File: config.mk
export PLATFORM = sky130hd
export DESIGN_NAME = tdfsm_ctrl
export DESIGN_NICKNAME = d
export VERILOG_FILES = /design/src/hdl/tdfsm_pkg.sv /design/src/hdl/tdfsm_ctrl.sv
export SDC_FILE = /design/constraint.sdc
export NUM_CORES = 1
export LEC_CHECK = 0
export ABC_AREA = 1
export BUFFER_PORTS_ARGS = -buffer_cell sky130_fd_sc_hd__buf_4
export CORE_MARGIN = 3
export CORE_UTILIZATION = 45
export CTS_CLUSTER_DIAMETER = 50
export DETAILED_ROUTE_END_ITERATION = 10
export PLACE_DENSITY = 0.76
export SLEW_MARGIN = 20
export SYNTH_ARGS = -nofsm -noshare
export SYNTH_HDL_FRONTEND = slang
export SYNTH_SLANG_ARGS = --single-unit
export TNS_END_PERCENT = 10
File: constraint.sdc
create_clock -name clk -period 2.99 [get_ports clk]
set_clock_uncertainty 0.05 [all_clocks]
set_input_delay 0.1495 -clock clk [delete_from_list [all_inputs] [get_ports clk]]
set_output_delay 0.1495 -clock clk [all_outputs]
set_load 0.02 [all_outputs]
File: src/hdl/tdfsm_pkg.sv
// Shared types, codes and default sizes of the table-driven state machine engine.
package tdfsm_pkg;

    localparam int DEF_MACHINE_SLOTS    = 8;
    localparam int DEF_STATE_SLOTS      = 16;
    localparam int DEF_TRANSITION_SLOTS = 64;
    localparam int DEF_NAME_BITS        = 8;

    typedef enum logic [2:0] {
        CMD_CREATE    = 3'd0,
        CMD_ADD_STATE = 3'd1,
        CMD_ADD_TRANS = 3'd2,
        CMD_POST      = 3'd3,
        CMD_QUERY     = 3'd4
    } cmd_code_t;

    localparam logic [1:0] ST_OK         = 2'd0;
    localparam logic [1:0] ST_BAD_HANDLE = 2'd1;
    localparam logic [1:0] ST_FULL       = 2'd2;
    localparam logic [1:0] ST_NONE       = 2'd3;

    typedef struct packed {
        logic [2:0] command;
        logic [2:0] machine;
        logic [7:0] src_name;
        logic [7:0] event_code;
        logic [7:0] target_name;
    } req_t;

    typedef struct packed {
        logic [1:0] status;
        logic [2:0] new_handle;
        logic [7:0] current_name;
        logic [3:0] current_slot;
    } rsp_t;

    // Commands from the controller to the datapath.
    typedef struct packed {
        logic       load;
        logic       status_we;
        logic [1:0] status_val;
        logic       create;
        logic       add_state;
        logic       add_trans;
        logic       name_rd;
        logic       name_rd_slot;
        logic       cur_cap;
        logic       tr_first;
        logic       tr_rd;
        logic       tr_next;
        logic       sl_first;
        logic       sl_next;
        logic       take;
        logic       show_cap;
        logic       out_load;
    } ctl_t;

    // Status from the datapath to the controller.
    typedef struct packed {
        logic is_create;
        logic is_add_state;
        logic is_add_trans;
        logic is_post;
        logic is_query;
        logic handle_ok;
        logic mach_full;
        logic state_full;
        logic trans_full;
        logic event_zero;
        logic trans_left;
        logic trans_match;
        logic slot_left;
        logic slot_match;
    } sts_t;

endpackage

File: src/hdl/tdfsm_ctrl.sv
// Sequencing controller of the table-driven state machine engine.
module tdfsm_ctrl
    import tdfsm_pkg::*;
(
    input  logic clk,
    input  logic rst_n,
    input  logic req_valid,
    output logic req_stall,
    output logic rsp_valid,
    input  logic rsp_stall,
    input  sts_t sts,
    output ctl_t ctl
);

    typedef enum logic [10:0] {
        S_IDLE     = 11'b00000000001,
        S_EXEC     = 11'b00000000010,
        S_CUR_RD   = 11'b00000000100,
        S_CUR_CAP  = 11'b00000001000,
        S_TR_RD    = 11'b00000010000,
        S_TR_CHK   = 11'b00000100000,
        S_SL_RD    = 11'b00001000000,
        S_SL_CHK   = 11'b00010000000,
        S_SHOW_RD  = 11'b00100000000,
        S_SHOW_CAP = 11'b01000000000,
        S_FIN      = 11'b10000000000
    } state_t;

    state_t state_reg;
    state_t state_next;
    logic   out_valid_reg;
    logic   out_valid_next;

    assign req_stall = (state_reg != S_IDLE);
    assign rsp_valid = out_valid_reg;

    always_comb
    begin
        state_next = state_reg;
        ctl        = '0;
        case (state_reg)
            S_IDLE:
            begin
                if (req_valid)
                begin
                    ctl.load   = 1'b1;
                    state_next = S_EXEC;
                end
            end
            S_EXEC:
            begin
                ctl.status_we = 1'b1;
                state_next    = S_SHOW_RD;
                if (sts.is_create)
                begin
                    if (sts.mach_full)
                    begin
                        ctl.status_val = ST_FULL;
                        state_next     = S_FIN;
                    end
                    else
                    begin
                        ctl.create     = 1'b1;
                        ctl.status_val = ST_OK;
                    end
                end
                else if (!(sts.is_add_state || sts.is_add_trans || sts.is_post
                           || sts.is_query))
                begin
                    ctl.status_val = ST_NONE;
                    state_next     = S_FIN;
                end
                else if (!sts.handle_ok)
                begin
                    ctl.status_val = ST_BAD_HANDLE;
                    state_next     = S_FIN;
                end
                else if (sts.is_add_state)
                begin
                    ctl.status_val = sts.state_full ? ST_FULL : ST_OK;
                    ctl.add_state  = !sts.state_full;
                end
                else if (sts.is_add_trans)
                begin
                    ctl.status_val = sts.trans_full ? ST_FULL : ST_OK;
                    ctl.add_trans  = !sts.trans_full;
                end
                else if (sts.is_post)
                begin
                    // Without a matching arc the request ends as not taken.
                    ctl.status_val = ST_NONE;
                    if (!sts.event_zero)
                    begin
                        state_next = S_CUR_RD;
                    end
                end
                else
                begin
                    ctl.status_val = ST_OK;
                end
            end
            S_CUR_RD:
            begin
                ctl.name_rd = 1'b1;
                state_next  = S_CUR_CAP;
            end
            S_CUR_CAP:
            begin
                ctl.cur_cap  = 1'b1;
                ctl.tr_first = 1'b1;
                state_next   = S_TR_RD;
            end
            S_TR_RD:
            begin
                if (sts.trans_left)
                begin
                    ctl.tr_rd  = 1'b1;
                    state_next = S_TR_CHK;
                end
                else
                begin
                    state_next = S_SHOW_RD;
                end
            end
            S_TR_CHK:
            begin
                if (sts.trans_match)
                begin
                    ctl.sl_first = 1'b1;
                    state_next   = S_SL_RD;
                end
                else
                begin
                    ctl.tr_next = 1'b1;
                    state_next  = S_TR_RD;
                end
            end
            S_SL_RD:
            begin
                if (sts.slot_left)
                begin
                    ctl.name_rd      = 1'b1;
                    ctl.name_rd_slot = 1'b1;
                    state_next       = S_SL_CHK;
                end
                else
                begin
                    // The target does not resolve, so the walk moves on.
                    ctl.tr_next = 1'b1;
                    state_next  = S_TR_RD;
                end
            end
            S_SL_CHK:
            begin
                if (sts.slot_match)
                begin
                    ctl.take       = 1'b1;
                    ctl.status_we  = 1'b1;
                    ctl.status_val = ST_OK;
                    state_next     = S_SHOW_RD;
                end
                else
                begin
                    ctl.sl_next = 1'b1;
                    state_next  = S_SL_RD;
                end
            end
            S_SHOW_RD:
            begin
                ctl.name_rd = 1'b1;
                state_next  = S_SHOW_CAP;
            end
            S_SHOW_CAP:
            begin
                ctl.show_cap = 1'b1;
                state_next   = S_FIN;
            end
            S_FIN:
            begin
                if (!out_valid_reg || !rsp_stall)
                begin
                    ctl.out_load = 1'b1;
                    state_next   = S_IDLE;
                end
            end
            default:
            begin
                state_next = S_IDLE;
            end
        endcase
    end

    always_comb
    begin
        out_valid_next = out_valid_reg;
        if (ctl.out_load)
        begin
            out_valid_next = 1'b1;
        end
        else if (!rsp_stall)
        begin
            out_valid_next = 1'b0;
        end
    end

    always_ff @(posedge clk or negedge rst_n)
    begin
        if (!rst_n)
        begin
            state_reg     <= S_IDLE;
            out_valid_reg <= 1'b0;
        end
        else
        begin
            state_reg     <= state_next;
            out_valid_reg <= out_valid_next;
        end
    end

endmodule

==> results of run 1 <==
==> cell usage in the layout (no fill, tap or decap), drive strengths merged <==
cell type and n:
nor3 9, nor2 31, o21a 1, nand2 34, o22ai 2, inv 28, a311oi 1, nand4 1
nand3 7, clkbuf 4, o2111ai 1, dfrtp 11, nor4 1, nand3b 1, dlygate4sd3 1, o21ai 2
or2 3, buf 37, o211ai 1, dfstp 1
==> cells by family after synthesis <==
kind of cell           synth area share [%]
DFF                                   33.15
buffers and inverters                 13.20
AOI/OAI and AO/OA                     6.741
and+or+nand+nor                       46.91
==> per-layer routing <==
layer | track usage [%] | part of all wire, % | up-vias
met5 | 0 | 0 | -
met3 | 2.915 | 6.6 | 7
met2 | 36.05 | 47 | 37
li1 | - | - | 504
met1 | 23.68 | 42 | 413
met4 | 13.90 | 3.4 | 0
==> power by group <==
part           switching (mW)  internal [mW]
Sequential             0.0154          0.188
Clock                  0.0583         0.0742
Combinational           0.210          0.126
Total                   0.284          0.388
==> how the worst max path moves through the flow <==
stage / slack (ns) / endpoint / cells past startpoint
finish: 1.09 / ctl[12] / 8
global route: 0.95 / ctl[10] / 6
detailed placement: 1.41 / ctl[12] / 8
CTS: 1.08 / ctl[12] / 8
floorplan: 1.35 / ctl[14] / 5
global placement: 1.45 / ctl[12] / 8
==> cell usage after synthesis (2+ instances only) <==
cell type / instances / area (um2)
buf_4: 2 / 15.01
nor2_2: 3 / 18.77
inv_1: 27 / 101.4
nor3_1: 7 / 35.03
nand2_4: 2 / 22.52
nor3_2: 2 / 20.02
nor2_1: 26 / 97.59
o21ai_0: 2 / 10.01
or2_2: 2 / 12.51
nand2_1: 29 / 108.9
dfrtp_1: 11 / 275.3
nand3_1: 7 / 35.03
nand2_2: 3 / 18.77
==> cell type report <==
class / count / area share [%]
clock buffers: 4 / 2.903
inverters: 28 / 8.408
flip-flops and latches: 12 / 24.12
multi-input cells: 95 / 39.04
repair buffers: 38 / 23.02
well taps: 25 / 2.503
==> worst register-to-register path, stage by stage, from the launching register on <==
cell     delay (ns)
dfrtp_1        0.41
nor2_1         0.19
nand2_2        0.14
nor2_2         0.21
nand2_1        0.14
nand3_1        0.11
nor2_1         0.05
nand3_1        0.06
nand2_1        0.05
==> what timing repair did <==
item,4_1_cts,5_1_grt
endpoints found under the hold margin,12,0
resized for setup,0,0
setup endpoints to repair,0,0
hold buffers,1,0
==> qor.yml, run 1 <==
flow_run:
  maxCapViolCount: 0
synthesis:
  ys_seq_area_share_pct: 33.15
  synth_nets: 155
  avgSynthCellArea_um2: 6.640
  synth_async_sr_flop_share_pct: 100.0
  synthCells: 137
  synth_edf_count: 0
  ys_warn_count: 0
  synth_cell_types: 27
  post_synth_instance_area_um2: 909.6
  ys_ff_latch: 12
  synth_flop_cell: "dfrtp_1"
final_layout:
  syn_to_final_growth_pct: 37.41
  final_util_pct: 68.66
  fin_nets: 196
  fin_cells: 202
  largest_reg_flops: 11
  multi_input_area_um2: 488.0
  design_area_mm2: 0.001250
  diodes: 0
  drive_above_1_share_pct: 32.77
  regArea_um2: 301.5
  fill_cells: 173
timing:
  tightest_slew_ns: 0.2858
  worst_slack_ns: 1.091
  rsz0062_at_grt: "no"
  slew_headroom_pct: 80.88
  fin_setup_tns_ns: 0
  hold_violations: 0
  holdWs_ns: 0.01129
  fmax_mhz: 526.5
  min_period_ns: 1.899
  timing.final.crit_share_pct: 63.53
  finalSetupViolations: 0
  maxSlewViolCount: 0
die:
  die_y_um: 50.96
  die_area_mm2: 0.002597
  start_util_pct: 49.97
  die_w_um: 50.96
  core_area_mm2: 0.001821
  boundaryPins: 38
  placementRows: 15
min_path:
  hold_depth: 2
  whs_endpoint: "state_reg[6]"
  hp-class: "in2reg"
  hold_start: "sts[0]"
placed_design:
  place_ws_ns: 1.407
  placedCellCount: 197
  portBuffers: 37
  place.gp.congestion: 0.9335
  place_area_mm2: 0.001204
  hpwl_mm: 1.883
worst_setup_path:
  cp_top_family: "simple AND/OR/NAND/NOR gates"
  worstSetupStartpoint: "state_reg[4]"
  critPathKind: "reg2out"
  r2r_cells: 8
  cp.buffers_inverters: 2
  cp-end-kind: "primary output"
  regToRegSetupSlack_ns: 1.51
  cp-start-kind: "register"
  arrival_ns: 1.70
  max_stage_delay_ns: 0.43
  cp_max_fo: 5
  rr_endpoint: "state_reg[0]"
  worstPathCellList: "nor2_1 > nand2_1 > nor2_4 > nand2_4 > nor2_2 > inv_2 > nor3_2 > buf_4"
  cp_slowest_cell: "dfrtp_1"
  r2r_start: "state_reg[2]"
  crit_required_ns: 2.79
clock_network:
  clk_latency_ns: 0.29
  max-clock-path-buffers: 2
  cts_num_sinks: 12
  h-tree-depth: 1
  cts_tree: "done"
  root_buffer: "clkbuf_4"
  cts_inserted_buffers: 3
  cts_setup_buffers: 0
  clkTransAtPathRegs_ns: 0.08
routing:
  firstDrtPassIters: 4
  wl_mm: 2.248
  wl_per_cell_um: 11.13
  vias: 961
  drc: 0
  ant_nets: 0
  vias_per_cell: 4.757
  dr.first_iter.drc_count: 12
pwr:
  p_total_mw: 0.6721
  powerDensity_mw_per_mm2: 537.7
  p_leak_nw: 0.7252
  irDropWorstVdd_uv: 239.0
global_route:
  antenna_found_initial: 0
  first_global_vias: 1010
  grt_max_degree: 13
  grt_pass1_wl_mm: 4.050
  grt.overflow.total: 0
  grt_usage_pct: 20.89
run_status:
  outcome: "finished, final reports clean"
(Power assumes the default switching activity.)
==> inputs of run 2 (changes only) <==
ABC_AREA = 0   (was 1)
clock period = 1.9 ns   (was 2.99 ns; I/O delays follow)
==> run 2 against run 1 <==
  * Setup slack worse by 1.6 ns
  * Synthesized area down 1.1%
  * Clock-buffer cell count unchanged
  * Core utilization up 19 points
  * Critical path depth down 3
  * Die area down 0.98%
  * Synthesized cell count down 23%
  * The run now ends with negative setup slack left
  * Via count up 15%
  * Largest power group unchanged
  * Register-to-register slack worse by 1.8 ns
  * Clock power up 27%
  * Non-clock buffer count up 23
==> qor.yml, run 2 <==
final_layout:
  fill_cells: 88
  drive_above_1_share_pct: 57.49
  final_util_pct: 87.57
  multi_input_area_um2: 704.4
  final_common_cell: "buf_4"
  design_area_mm2: 0.001578
  regArea_um2: 301.5
  fin_nets: 186
  diodes: 0
  largest_reg_flops: 11
  final_cell_mix: "buf_4, dfrtp_1, nor2_1"
  syn_to_final_growth_pct: 75.38
worst_setup_path:
  cp_top_family: "simple AND/OR/NAND/NOR gates"
  cp.buffers_inverters: 1
  cp-end-kind: "primary output"
  rr_endpoint: "state_reg[8]"
  worstPathCellList: "or4_4 > or2_4 > or4b_4 > nor2_4 > buf_6"
  arrival_ns: 2.23
  max_stage_delay_ns: 0.56
  r2r_start: "state_reg[9]"
  cp_max_fo: 3
  crit_required_ns: 1.75
  cp_slowest_cell: "or4_4"
  cp-start-kind: "register"
  r2r_cells: 6
  critPathKind: "reg2out"
  worstSetupStartpoint: "state_reg[9]"
  regToRegSetupSlack_ns: -0.28
die:
  die_area_mm2: 0.002572
  core_area_mm2: 0.001802
  die_y_um: 50.71
  die_w_um: 50.71
  placementRows: 15
  start_util_pct: 49.93
  boundaryPins: 38
routing:
  drc: 0
  vias: 1108
  wl_per_cell_um: 16.66
  ant_nets: 0
  wl_mm: 3.198
  firstDrtPassIters: 4
  vias_per_cell: 5.771
  dr.first_iter.drc_count: 24
synthesis:
  synth_async_sr_flop_share_pct: 100.0
  synth_common_cells: "nor2_1, dfrtp_1, inv_1, nand2b_1"
  netlist.area_leader.share_pct: 30.60
  synthCells: 106
  ys_seq_area_share_pct: 33.52
  synth_edf_count: 0
  synth_top_area_cell: "dfrtp_1"
  avgSynthCellArea_um2: 8.487
  synth_nets: 124
  ys_warn_count: 0
  ys_ff_latch: 12
  synth_flop_cell: "dfrtp_1"
  post-synth-top-count-cell: "nor2_1"
  post_synth_instance_area_um2: 899.6
  synth_cell_types: 41
  synth_area_leaders: "dfrtp_1, nor2_1, nand2b_1"
global_route:
  grt_pass1_wl_mm: 5.002
  first_global_vias: 1103
  grt_max_degree: 13
  grt_usage_pct: 25.31
  antenna_found_initial: 0
  grt.overflow.total: 0
placed_design:
  portBuffers: 37
  hpwl_mm: 2.174
  place_area_mm2: 0.001373
  place.gp.congestion: 0.9023
flow_run:
  maxCapViolCount: 0
clock_network:
  clkTransAtPathRegs_ns: 0.08
  cts_inserted_buffers: 3
  h-tree-depth: 1
  cts_num_sinks: 12
  max-clock-path-buffers: 2
  root_buffer: "clkbuf_4"
  cts_tree: "done"
  clk_latency_ns: 0.27
pwr:
  p_leak_nw: 0.7707
  switching_share_pct: 40.08
  sequentialPowerShare_pct: 24.6
  power.share.clock_pct: 13.2
  powerDensity_mw_per_mm2: 812.6
  switchingPower_mw: 0.5139
  comb_power_share_pct: 62.1
  irDropWorstVdd_uv: 661.8
  internal_power_mw: 0.7681
min_path:
  hold_depth: 2
  hp-class: "in2reg"
  hold_start: "sts[2]"
  whs_endpoint: "state_reg[4]"
timing:
  tightest_slew_ns: 0.4324
  rsz0062_at_grt: "yes"
  finalSetupViolations: 24
  fmax_mhz: 420.7
  worst_slack_ns: -0.4772
  maxSlewViolCount: 0
  timing.final.crit_share_pct: 125.1
  fin_setup_tns_ns: -7.024
  hold_violations: 0
  slew_headroom_pct: 70.77
  min_period_ns: 2.377
run_status:
  outcome: "finished, violations left"
  violations: "negative setup slack"
[run 2: cell count changes after synthesis, moves of 5 or more]
cell      before  now
nor2_1        26   14
nor2b_1        0    5
nand3_1        7    2
nor3_1         7    1
nand2_1       29    5
nand2b_1       0    6
inv_1         27    6
[run 2: worst max path at each step]
stage          endpoint  slack [ns]  depth (start not counted)
2_1_floorplan   ctl[17]       -0.25                          5
3_3_place_gp    ctl[14]       -0.19                          5
3_5_place_dp    ctl[14]       -0.21                          5
4_1_cts         ctl[17]       -0.46                          5
5_1_grt         ctl[17]       -0.52                          5
6_report        ctl[17]       -0.48                          5
[run 2: worst reg2reg max path: cells and delay by family (launching register included)]
kind,cells,cell delay (ns)
simple gates,3,1.24
flops,1,0.39
buf+inv,2,0.27
compound gates,1,0.14
[run 2: repair_timing]
item | in CTS | in global routing
endpoints found under the setup margin | 25 | 26
hold endpoints to repair | 13 | 0
gates cloned | 0 | 0
hold buffers | 2 | 0
setup buffers | 0 | 1
pin swaps | 5 | 0
gates resized for setup | 21 | 14
[run 2: per-layer routing]
metal / vias up / track usage [%] / routed length, um
li1: 514 / - / -
met1: 551 / 31.32 / 1331
met2: 39 / 42.61 / 1690
met3: 4 / 5.045 / 131
met4: 0 / 10.31 / 44
met5: - / 0 / 0
[run 2: kinds of logic after synthesis]
family	after synthesis	share of synthesized area, %
AOI/OAI and AO/OA	18	14.33
xor gates and xnor gates	1	0.9738
buffers and inverters	10	5.144
DFF	12	33.52
muxes	1	1.252
and+or+nand+nor	64	44.78
[run 2: final cells by class]
cell class / instances / area share, %
Clock buffer: 4 / 1.665
Inverter: 6 / 1.586
Multi-Input combinational cell: 84 / 44.65
Sequential cell: 12 / 19.11
Tap cell: 25 / 1.983
Timing Repair Buffer: 61 / 31.01
[run 2: metrics by stage]
stage          total power [mW]  setup slack (ns)  std cells  hold slack, ns
4_1_cts                   1.227           -0.4634        191         0.03175
6_report                  1.282           -0.4772        192         0.02278
2_1_floorplan            0.6858           -0.2479        106         -0.2506
3_3_place_gp             0.9503           -0.1873        185         -0.1064
3_5_place_dp             0.9615           -0.2123        185         -0.1069
5_1_grt                   1.364           -0.5240        192         0.01595
[run 2: power by group through the flow]
stage          Clock, mW  Combinational (mW)  Sequential [mW]
6_report           0.169               0.797            0.316
2_1_floorplan          0               0.350            0.336
5_1_grt            0.194               0.852            0.319
4_1_cts            0.169               0.744            0.314
3_3_place_gp           0               0.635            0.315
3_5_place_dp           0               0.646            0.316
==> inputs of run 3 (changes only) <==
--- a/config.mk
+++ b/config.mk
@@ -9,2 +9,3 @@
 export BUFFER_PORTS_ARGS = -buffer_cell sky130_fd_sc_hd__buf_4
+export CAP_MARGIN = 20
 export CORE_MARGIN = 3
==> constraint.sdc (replaced) <==
create_clock -name clk -period 1.9 [get_ports clk]
set_clock_uncertainty 0.05 [all_clocks]
set_input_delay 0.19 -clock clk [delete_from_list [all_inputs] [get_ports clk]]
set_output_delay 0.19 -clock clk [all_outputs]
set_load 0.02 [all_outputs]
==> run 3 against run 2 <==
  * The flow still finishes with violations (negative setup slack)
  * Clock-buffer cell count unchanged
  * Wire length increased by 25%
  * Sequential power about the same
  * Critical path type unchanged
  * Critical endpoint unchanged
==> qor.yml, run 3 (synthesis results as in run 2) <==
die:
  boundaryPins: 38
  die_area_mm2: 0.002572
  die_w_um: 50.71
  core_area_mm2: 0.001802
  placementRows: 15
  die_y_um: 50.71
  start_util_pct: 49.93
pwr:
  internal_power_mw: 0.7817
  irDropWorstVdd_uv: 709.9
  switching_share_pct: 41.62
  powerDensity_mw_per_mm2: 829.6
  comb_power_share_pct: 63.1
  power.share.clock_pct: 13.1
  switchingPower_mw: 0.5573
  p_leak_nw: 0.7764
  sequentialPowerShare_pct: 23.8
routing:
  vias_per_cell: 6.237
  vias: 1210
  wl_per_cell_um: 20.56
  ant_nets: 0
  dr.first_iter.drc_count: 51
  wl_mm: 3.988
  firstDrtPassIters: 4
  drc: 0
timing:
  worst_slack_ns: -0.6167
  min_period_ns: 2.517
  timing.final.crit_share_pct: 132.5
  maxSlewViolCount: 0
  rsz0062_at_grt: "yes"
  tightest_slew_ns: 0.5024
  fmax_mhz: 397.3
  holdWs_ns: 0.1156
  hold_violations: 0
  finalSetupViolations: 24
  slew_headroom_pct: 66.03
final_layout:
  syn_to_final_growth_pct: 79.42
  fin_nets: 188
  final_cell_mix: "buf_4, dfrtp_1, buf_6"
  final_common_cell: "buf_4"
  largest_reg_flops: 11
  drive_above_1_share_pct: 59.76
  diodes: 0
worst_setup_path:
  critPathKind: "reg2out"
  crit_required_ns: 1.66
  cp-end-kind: "primary output"
  arrival_ns: 2.28
  cp_max_fo: 3
  regToRegSetupSlack_ns: -0.17
  cp-start-kind: "register"
  r2r_cells: 5
  worstSetupStartpoint: "state_reg[9]"
  rr_endpoint: "state_reg[8]"
  r2r_start: "state_reg[9]"
clock_network:
  cts_setup_buffers: 0
  h-tree-depth: 1
  clkTransAtPathRegs_ns: 0.07
  cts_num_sinks: 12
  cts_tree: "done"
  clk_latency_ns: 0.28
  root_buffer: "clkbuf_4"
  max-clock-path-buffers: 2
  cts_inserted_buffers: 3
global_route:
  antenna_found_initial: 0
  top_usage_layer: "met2"
  use_met2_pct: 50.65
  grt_usage_pct: 27.30
  grt_max_degree: 13
  first_global_vias: 1192
  grt_use_met1_pct: 28.57
  grt_pass1_wl_mm: 5.319
  grt.overflow.total: 0
  grt_use_met3_pct: 5.638
min_path:
  hp-class: "in2reg"
  hold_start: "rsp_stall"
  whs_endpoint: "rsp_valid"
  hold_depth: 3
placed_design:
  portBuffers: 37
  hpwl_mm: 2.408
  place_ws_ns: -0.3079
  place.gp.congestion: 0.8885
run_status:
  violations: "negative setup slack"
  outcome: "finished, violations left"
flow_run:
  maxCapViolCount: 0
## run 3: cell count changes in the layout (fill, tap and decap cells not counted), sizes merged
| cell | change |
|---|---|
| dlygate4sd3 | -1 |
| buf | +3 |
## run 3: area by class of cell
type	count	area [um2]
multi-input cells	84	719.4
repair buffers	63	513.0
flip-flops and latches	12	301.5
fillers	87	187.7
well taps	25	31.28
clock buffers	4	26.28
inverters	6	22.52
## run 3: power groups by stage
stage                     logic [mW]  registers, mW  clock network [mW]
final                          0.844          0.319               0.176
after global routing           0.891          0.323               0.192
after CTS                      0.762          0.315               0.174
after detailed placement       0.677          0.317                   0
after global placement         0.656          0.316                   0
after floorplan                0.350          0.336                   0
## run 3: timing repair
action | CTS | global route
endpoints found under the hold margin | 12 | 0
pin swaps | 2 | 7
hold buffers | 1 | 0
gates resized for setup | 25 | 16
setup endpoints to repair | 26 | 26
## run 3: worst max-delay path: stages (launching register included)
cell     delay, ns
dfrtp_1       0.38
or4_4         0.57
or2_4         0.26
or4b_4        0.54
nor2_4        0.12
buf_6         0.12
## run 3: routing by layer
| metal | vias to the layer above | routed length, um |
|---|---|---|
| met1 | 564 | 1468 |
| met2 | 97 | 1956 |
| met4 | 0 | 199 |
| met5 | - | 0 |
| li1 | 523 | - |
| met3 | 26 | 362 |
## run 3: worst max-delay path by stage
stage / depth (start not counted) / endpoint / slack, ns
after CTS: 5 / ctl[14] / -0.58
after global placement: 5 / ctl[14] / -0.28
final: 5 / ctl[17] / -0.62
after detailed placement: 5 / ctl[14] / -0.31
after floorplan: 5 / ctl[17] / -0.34
after global routing: 5 / ctl[17] / -0.66
## run 3: per-stage QoR
step	power [mW]	instances	utilization (%)	area [um2]	setup TNS, ns
floorplan	0.6858	106	-	929.6	-3.735
global placement	0.9714	189	77.85	1403	-3.160
detailed placement	0.9942	189	77.85	1403	-4.064
CTS	1.250	194	85.83	1546	-8.409
global route	1.406	194	89.58	1614	-9.779
finish	1.339	194	89.58	1614	-8.474
